## config.mk

```make
export PLATFORM = sky130hd
export DESIGN_NAME = bb3_avg
export DESIGN_NICKNAME = d
export VERILOG_FILES = /design/src/design/box_blur_3x3_clipped_edges_macros.svh /design/src/design/bb3_pkg.sv /design/src/design/bb3_avg.sv
export SDC_FILE = /design/constraint.sdc
export NUM_CORES = 1
export LEC_CHECK = 0
export BUFFER_PORTS_ARGS = -buffer_cell sky130_fd_sc_hd__buf_2
export CAP_MARGIN = 0
export CORE_MARGIN = 3
export CORE_UTILIZATION = 45
export DETAILED_ROUTE_END_ITERATION = 7
export GPL_ROUTABILITY_DRIVEN = 0
export PLACE_DENSITY_LB_ADDON = 0.3
export SKIP_CTS_REPAIR_TIMING = 1
export SLEW_MARGIN = 40
export SYNTH_ARGS = -nofsm -noshare
export SYNTH_HDL_FRONTEND = slang
export SYNTH_SLANG_ARGS = --single-unit
```

## constraint.sdc

```tcl
create_clock -name clk -period 7.65 [get_ports clk]
set_input_delay 1.53 -clock clk [delete_from_list [all_inputs] [get_ports clk]]
set_output_delay 1.53 -clock clk [all_outputs]
set_load 0.1 [all_outputs]
```

## src/design/box_blur_3x3_clipped_edges_macros.svh

```systemverilog
// ----------------------------------------------------------------------------
// box blur assertion macros
// shared concurrent assertion shorthands, sampled on clk, off during reset
// ----------------------------------------------------------------------------
`ifndef BOX_BLUR_3X3_CLIPPED_EDGES_MACROS_SVH
`define BOX_BLUR_3X3_CLIPPED_EDGES_MACROS_SVH

// condition holds at every sampled edge
`define BB3_ASSERT(label, cond, msg) \
    label: assert property (@(posedge clk) disable iff (!rst_n) (cond)) \
        else $error(msg);

// antecedent implies consequent in the next cycle
`define BB3_ASSERT_NEXT(label, ante, cons, msg) \
    label: assert property (@(posedge clk) disable iff (!rst_n) (ante) |=> (cons)) \
        else $error(msg);

`endif

```

## src/design/bb3_pkg.sv

```systemverilog
// ----------------------------------------------------------------------------
// bb3_pkg
// types, constants and the rounding divider shared by the box blur modules
// ----------------------------------------------------------------------------
package bb3_pkg;

    localparam int PIXEL_W            = 8;
    localparam int RGB_W              = 3 * PIXEL_W;
    localparam int LINE_W             = 2 * RGB_W;
    localparam int MAX_WIDTH_DEFAULT  = 1024;
    localparam int FW_W               = 11;
    localparam int HGT_W              = 13;
    localparam int ROW_W              = 12;
    localparam int MIN_SIZE           = 2;
    localparam int HEIGHT_MAX         = 4096;
    localparam int FRAME_WIDTH_RESET  = 640;
    localparam int FRAME_HEIGHT_RESET = 480;
    localparam int CFG_INDEX_W        = 1;
    localparam int CFG_DATA_W         = 13;
    localparam int WIN_DIM            = 3;
    localparam int WIN_SIZE           = WIN_DIM * WIN_DIM;
    localparam int SUM_W              = 12;
    localparam int N_W                = 4;
    localparam int FIFO_DEPTH         = 8;
    localparam int FIFO_PTR_W         = 3;
    localparam int FIFO_CNT_W         = 4;

    // neighbor counts of the clipped window
    localparam logic [N_W-1:0] N_FULL   = 4'd9;
    localparam logic [N_W-1:0] N_EDGE   = 4'd6;
    localparam logic [N_W-1:0] N_CORNER = 4'd4;

    // reciprocals, exact for sums below 2**13
    localparam int              RECIP_SHIFT = 15;
    localparam int              PROD_W      = 26;
    localparam logic [12:0]     RECIP_6     = 13'd5462;
    localparam logic [12:0]     RECIP_9     = 13'd3641;

    typedef enum logic {
        MODE_PIXEL = 1'b0,
        MODE_FLUSH = 1'b1
    } mode_t;

    typedef enum logic [CFG_INDEX_W-1:0] {
        CFG_FRAME_WIDTH  = 1'b0,
        CFG_FRAME_HEIGHT = 1'b1
    } cfg_index_t;

    typedef struct packed {
        logic [PIXEL_W-1:0] blue;
        logic [PIXEL_W-1:0] green;
        logic [PIXEL_W-1:0] red;
    } pixel_t;

    typedef struct packed {
        logic top_ok;
        logic bot_ok;
        logic left_ok;
        logic right_ok;
        logic last;
    } emit_info_t;

    typedef struct packed {
        logic   last;
        pixel_t pixel;
    } result_t;

    // (sum + n/2) / n for n of 4, 6 or 9
    function automatic logic [PIXEL_W-1:0] div_round(input logic [SUM_W-1:0] sum,
                                                    input logic [N_W-1:0]   n);
        logic [SUM_W:0]    biased;
        logic [PROD_W-1:0] prod;
        logic [PIXEL_W-1:0] q;
        biased = (SUM_W+1)'(sum) + (SUM_W+1)'(n >> 1);
        prod   = '0;
        case (n)
            N_FULL:
            begin
                prod = PROD_W'(biased) * PROD_W'(RECIP_9);
                q    = prod[RECIP_SHIFT +: PIXEL_W];
            end
            N_EDGE:
            begin
                prod = PROD_W'(biased) * PROD_W'(RECIP_6);
                q    = prod[RECIP_SHIFT +: PIXEL_W];
            end
            default:
            begin
                q = biased[2 +: PIXEL_W];
            end
        endcase
        return q;
    endfunction

endpackage

```

## src/design/bb3_avg.sv

```systemverilog
// ----------------------------------------------------------------------------
// bb3_avg
// masked 3x3 channel sums and rounded mean, two register stages
// ----------------------------------------------------------------------------
module bb3_avg import bb3_pkg::*; (
    input  logic                    clk,
    input  logic                    rst_n,
    input  logic                    in_valid,
    input  emit_info_t              in_info,
    input  pixel_t [WIN_SIZE-1:0]   window,
    output logic                    out_valid,
    output pixel_t                  out_pixel,
    output logic                    out_last
);

    logic [WIN_DIM-1:0] row_ok;
    logic [WIN_DIM-1:0] col_ok;
    logic [SUM_W-1:0]   sum_red_next;
    logic [SUM_W-1:0]   sum_green_next;
    logic [SUM_W-1:0]   sum_blue_next;
    logic [N_W-1:0]     n_next;

    logic               sum_valid_reg;
    logic [SUM_W-1:0]   sum_red_reg;
    logic [SUM_W-1:0]   sum_green_reg;
    logic [SUM_W-1:0]   sum_blue_reg;
    logic [N_W-1:0]     n_reg;
    logic               sum_last_reg;

    logic               out_valid_reg;
    pixel_t             out_pixel_reg;
    logic               out_last_reg;

    // index 0 is the top row / left column
    always_comb
    begin
        row_ok = {in_info.bot_ok, 1'b1, in_info.top_ok};
        col_ok = {in_info.right_ok, 1'b1, in_info.left_ok};
        sum_red_next   = '0;
        sum_green_next = '0;
        sum_blue_next  = '0;
        for (int r = 0; r < WIN_DIM; r++)
        begin
            for (int c = 0; c < WIN_DIM; c++)
            begin
                if (row_ok[r] && col_ok[c])
                begin
                    sum_red_next   = sum_red_next   + SUM_W'(window[r*WIN_DIM+c].red);
                    sum_green_next = sum_green_next + SUM_W'(window[r*WIN_DIM+c].green);
                    sum_blue_next  = sum_blue_next  + SUM_W'(window[r*WIN_DIM+c].blue);
                end
            end
        end
        if (&row_ok && &col_ok)
        begin
            n_next = N_FULL;
        end
        else if (&row_ok || &col_ok)
        begin
            n_next = N_EDGE;
        end
        else
        begin
            n_next = N_CORNER;
        end
    end

    always_ff @(posedge clk or negedge rst_n)
    begin
        if (!rst_n)
        begin
            sum_valid_reg <= 1'b0;
            out_valid_reg <= 1'b0;
        end
        else
        begin
            sum_valid_reg <= in_valid;
            out_valid_reg <= sum_valid_reg;
        end
    end

    always_ff @(posedge clk)
    begin
        if (in_valid)
        begin
            sum_red_reg   <= sum_red_next;
            sum_green_reg <= sum_green_next;
            sum_blue_reg  <= sum_blue_next;
            n_reg         <= n_next;
            sum_last_reg  <= in_info.last;
        end
        if (sum_valid_reg)
        begin
            out_pixel_reg.red   <= div_round(sum_red_reg, n_reg);
            out_pixel_reg.green <= div_round(sum_green_reg, n_reg);
            out_pixel_reg.blue  <= div_round(sum_blue_reg, n_reg);
            out_last_reg        <= sum_last_reg;
        end
    end

    assign out_valid = out_valid_reg;
    assign out_pixel = out_pixel_reg;
    assign out_last  = out_last_reg;

endmodule

```

# ---- Yosys cells after proc, flatten, opt, wreduce, memory -nomap -nowiden
# Cells that the tools add are included.
dict set report classes {
  muxes 28
  n_reduce_logical 8
  eq_ne 2
  multipliers 6
  add_sub_neg 27
}
# cell count
set op_table {}
lappend op_table {{$add 12x8->12} 23}
lappend op_table {{$mux 12} 20}
lappend op_table {{$mul 13x12->23 const B} 3}
lappend op_table {{$mul 13x12->22 const B} 3}
lappend op_table {{$pmux 8 s2} 3}
lappend op_table {{$add 12x3->13} 3}
lappend op_table {{$mux 8} 3}
lappend op_table {{$add 8x8->9} 1}
lappend op_table {{$mux 9} 1}
lappend op_table {{$logic_and 1x1->1} 5}
lappend op_table {{$eq 4x3->1 const B} 1}
lappend op_table {{$eq 4x4->1 const B} 1}
lappend op_table {{$reduce_and 2->1} 2}
lappend op_table {{$mux 2} 1}
lappend op_table {{$logic_or 1x1->1} 1}
dict set report word_totals {
  elab_cells 82
  register_bits 68
  out_inout_bits 26
}

# ---- Logic depth before layout (Yosys ltp)
dict set report depth {
  word_depth 17
  mapped_depth 51
  ltp_nobuf 48
}

# ---- Worst setup path before layout
# No wires, ideal clock.
dict set report synth_timing {
  path_kind {input -> register}
  start {in in_info[2] in the netlist's numbering}
  end {reg sum_green_reg[9] (data pin)}
  path_stages 49
  path_buffers 3
  arrival_time_ns 10.036
  setup_time_ns 0.268
  required_ns 7.382
  path_slack_ns -2.654
  cell_sequence {clkbuf_1 > clkbuf_1 > clkbuf_1 > and3_1 > ha_1 > inv_1 > fa_1 > nor2b_1 > or3_1 > nand3_1 > a21oi_1 > ha_1 > o21ai_1 > nor2_1 > o41ai_1 > ha_1 > nand2_1 > o21ai_0 > [... 13 more ...] > a21oi_1 > inv_1 > ha_1 > o21ai_0 > a21oi_1 > o21a_1 > a21oi_1 > ha_1 > a21boi_0 > o21ai_0 > o21a_1 > ha_1 > a21oi_1 > nand2b_1 > a21oi_1 > mux2_2 > o22ai_1 > xnor2_1}
}
dict set report synth_between {
  elab_chain_cells 17
  word_cells_on_any_way 18
}
# element line
set synth_lines {}
lappend synth_lines {{start: declaration} bb3_avg.sv:9} ;# input emit_info_t in_info,
lappend synth_lines {{$logic_and 1x1->1} bb3_avg.sv:46} ;# if (row_ok[r] && col_ok[c])
lappend synth_lines {{$mux 8} bb3_avg.sv:46}
lappend synth_lines {{$add 12x8->12} bb3_avg.sv:49} ;# sum_green_next = sum_green_next + SUM_W'(window[r*WIN_DIM+c].green);
lappend synth_lines {{$mux 12} bb3_avg.sv:46}
lappend synth_lines {{$add 12x8->12} bb3_avg.sv:49}
lappend synth_lines {{$mux 12} bb3_avg.sv:46}
lappend synth_lines {{$add 12x8->12} bb3_avg.sv:49}
lappend synth_lines {{$mux 12} bb3_avg.sv:46}
lappend synth_lines {{$add 12x8->12 (2 in a row)} bb3_avg.sv:49}
lappend synth_lines {{$mux 12} bb3_avg.sv:46}
lappend synth_lines {{$add 12x8->12} bb3_avg.sv:49}
lappend synth_lines {{$mux 12 (*)} bb3_avg.sv:46}
lappend synth_lines {{$add 12x8->12} bb3_avg.sv:49}
lappend synth_lines {{$mux 12 (*)} bb3_avg.sv:46}
lappend synth_lines {{$add 12x8->12} bb3_avg.sv:49}
lappend synth_lines {{$mux 12 (*)} bb3_avg.sv:46}
lappend synth_lines {{net sum_green_next[9]} bb3_avg.sv:19} ;# logic [SUM_W-1:0] sum_green_next;
lappend synth_lines {{end signal: assignment} bb3_avg.sv:87} ;# sum_green_reg <= sum_green_next;
lappend synth_lines {{end: declaration} bb3_avg.sv:25} ;# logic [SUM_W-1:0] sum_green_reg;
# The timed path passes the listed nets; every way through them passes the cells marked *.
# A chain may end at the register's enable or synchronous reset.

# ---- Final worst setup path
# Same ends and word-level chain as after synthesis.

==> results.sh <==
export IMPL_grtUsageMet1_pct=29.6
export IMPL_crit_slowest_cell="fa_2"
export IMPL_fin_crit_sh_pct=117
export IMPL_drv_cap=0
export IMPL_path_common_cell="inv_1"
export IMPL_io_pins=250
export IMPL_timing_rr_end="out_pixel[7]$_DFFE_PP_"
export IMPL_start_kind="input pin"
export IMPL_gr_max_usage_layer="met2"
export IMPL_r2r_start="n_reg[0]$_SDFFCE_PP1P_"
export IMPL_die_w_um=252
export IMPL_cts_htree_levels=3
export IMPL_endpoint="sum_green_reg[9]$_DFFE_PP_"
export IMPL_ys_flop_type="edfxtp_1"
export IMPL_clk_path_buf_depth=2
export IMPL_cpPeakStageDelay_ns=0.59
export IMPL_antenna_found_initial=24
export IMPL_worstSetupStartpoint="in_info[2]"
export IMPL_ys_types=112
export IMPL_place_area_mm2=0.0335
export IMPL_ys_ff_latch=67
export IMPL_r2r_slack_ns=0.55
export IMPL_critical_path_buf_inv_count=8
export IMPL_final_cell_mix="ha_1 (556), buf_4 (540), inv_1 (507)"
export IMPL_worst_slack_ns=-1.29
export IMPL_avgSynthCellArea_um2=8.83
export IMPL_final_common_cell="ha_1"
export IMPL_first_pass_iters=5
export IMPL_use_met3_pct=4.19
export IMPL_post_synth_and_or_nand_nor_area_fraction_pct=11.2
export IMPL_drt_iter0_markers=981
export IMPL_clkTransAtPathRegs_ns=0.06
export IMPL_critPathTopFamily="adder cells"
export IMPL_synth_nets=4188
export IMPL_grt_pass1_wl_um=118000
export IMPL_worst_path_max_fanout=6
export IMPL_synth_area_mm2=0.0273
export IMPL_cts_sinks=67
export IMPL_die_area_mm2=0.0637
export IMPL_start_util_pct=45.8
export IMPL_critical_path_arrival_ns=9.06
export IMPL_routed_wl_um=76000
export IMPL_status="finished, violations left"
export IMPL_overflow=0
export IMPL_synth_top_area_share_pct=28.0
export IMPL_synth_top_family_by_area="adder cells"
export IMPL_worst_pin_slew_ns=0.791
export IMPL_largest_reg_flops=24
export IMPL_reg2regPathDepth=23
export IMPL_dp_hpwl_um=65100
export IMPL_ys_warn_count=0
export IMPL_fillers=5122
export IMPL_cts_tree="done"
export IMPL_slew_headroom_pct=47.1
export IMPL_grt_use_met2_pct=41.1
export IMPL_cts_root_buf="clkbuf_16"
export IMPL_synth_fa_ha_area_share_pct=47.2
export IMPL_grt_pass1_vias=23800
export IMPL_layout_drive_gt1_share_pct=31.5
export IMPL_crit_type="in2reg"
export IMPL_synth_compound_area_share_pct=16.0
export IMPL_fin_skew_ns=0.0203
export IMPL_grt_usage_pct=23.0
export IMPL_num_rows=89
export IMPL_final_setup_viol_count=30
export IMPL_synth_xor_area_share_pct=8.37
export IMPL_yosys_area_top_type="ha_1"
export IMPL_core_area_mm2=0.0596
export IMPL_async_flop_share_pct=2.99
export IMPL_holdWs_ns=0.428
export IMPL_hp_class="reg2reg"
export IMPL_route_detailed_drc=0
export IMPL_clk_latency_ns=0.37
export IMPL_fin_area_mm2=0.0360
export IMPL_syn_inst=3091
export IMPL_dpl_worst_slack_ns=-2.11
export IMPL_routed_via_density=5.22
export IMPL_cp_depth=41
export IMPL_port_buffer_count=249
export IMPL_grt_max_degree=54
export IMPL_failed_checks="setup timing"
export IMPL_hold_viol=0
export IMPL_crit_required_ns=7.76
export IMPL_max_freq_mhz=112
export IMPL_slew_viol_final=0
export IMPL_via_count=24200
export IMPL_numCtsBuffers=9
export IMPL_yosysSeqAreaShare_pct=7.33
export IMPL_synth_edf_count=65
export IMPL_die_h_um=252
export IMPL_rsz0062_at_grt="true"
export IMPL_cp_end_kind="flip-flop"
export IMPL_nets=4955
export IMPL_route_detailed_wl_per_inst_um=16.4
export IMPL_area_delta_synth_final_pct=31.7
export IMPL_post_route_min_period_ns=8.94
export IMPL_synth_mux_area_share_pct=2.00
export IMPL_antenna_violating_nets_post_route=0
export IMPL_ys_top_cells_by_area="ha_1 (28%), fa_1 (19%), inv_1 (7.2%)"
==> how the worst min path moves through the flow <==
stage                           start            endpoint  slack (ns)  cells after the start
6_report       sum_last_reg$_DFFE_PP_  out_last$_DFFE_PP_        0.43                      0
2_1_floorplan  sum_last_reg$_DFFE_PP_  out_last$_DFFE_PP_        0.40                      0
3_3_place_gp   sum_last_reg$_DFFE_PP_  out_last$_DFFE_PP_        0.40                      0
5_1_grt        sum_last_reg$_DFFE_PP_  out_last$_DFFE_PP_        0.43                      0
3_5_place_dp   sum_last_reg$_DFFE_PP_  out_last$_DFFE_PP_        0.42                      0
4_1_cts        sum_last_reg$_DFFE_PP_  out_last$_DFFE_PP_        0.43                      0
==> layer usage <==
metal	wire length (um)	share of wire (%)	vias up
li1	-	-	12200
met4	1320	1.7	32
met2	37100	49	436
met3	4030	5.3	99
met5	189	0.25	-
met1	33300	44	11500
==> cell usage after synthesis (16+ instances only) <==
cell and number:
nor2_1 189, inv_1 523, xnor2_1 157, nor3_1 33, nand3_1 44, a21oi_1 194, nor2b_1 38, and3_1 47
fa_1 261, nand2_1 148, o221ai_1 19, or3_1 16, ha_1 612, clkbuf_1 36, o21a_1 41, a211oi_1 24
mux2i_1 25, edfxtp_1 65, mux2_2 24, xor2_1 76, o31ai_1 20, o21ai_0 137, nand2b_1 17, a21o_1 69
o21bai_1 33
==> area by class of cell <==
class / instances / area (um2) / area share (%)
multi-input cells: 2452 / 25100 / 69.9
repair buffers: 804 / 5560 / 15.5
flip-flops and latches: 67 / 2000 / 5.57
inverters: 524 / 1970 / 5.47
well taps: 773 / 967 / 2.69
clock buffers: 9 / 225 / 0.626
clock inverters: 7 / 98.8 / 0.275
diodes: 7 / 17.5 / 0.0487
==> worst reg2reg max path: cells and delay by family (launching register included) <==
kind	cells	cell delay [ns]
adder cells (fa/ha/maj)	7	2.96
AND/OR/NAND/NOR	4	0.68
flip-flops	1	0.58
AO/OA/AOI/OAI	8	1.65
XOR/XNOR	2	0.72
buffers and inverters	2	0.30
==> kinds of logic after synthesis <==
group	count (synthesis)
multiplexers	51
flip-flops	67
XOR/XNOR	244
AND/OR/NAND/NOR	622
AO/OA/AOI/OAI	662
adder cells (fa/ha/maj)	873
buffers and inverters	572
==> through the flow <==
step | cells | TNS (ns) | util, %
2_1_floorplan | 3091 | -29.92 | -
3_3_place_gp | 4560 | -41.88 | 56.2
3_5_place_dp | 4560 | -46.03 | 56.3
4_1_cts | 4576 | -33.70 | 56.8
5_1_grt | 4637 | -33.59 | 60.3
6_report | 4643 | -22.41 | 60.4
Power is left out: the tool's default activity adds up to more than one toggle a clock period on the data nets, which glitch-free logic cannot reach.
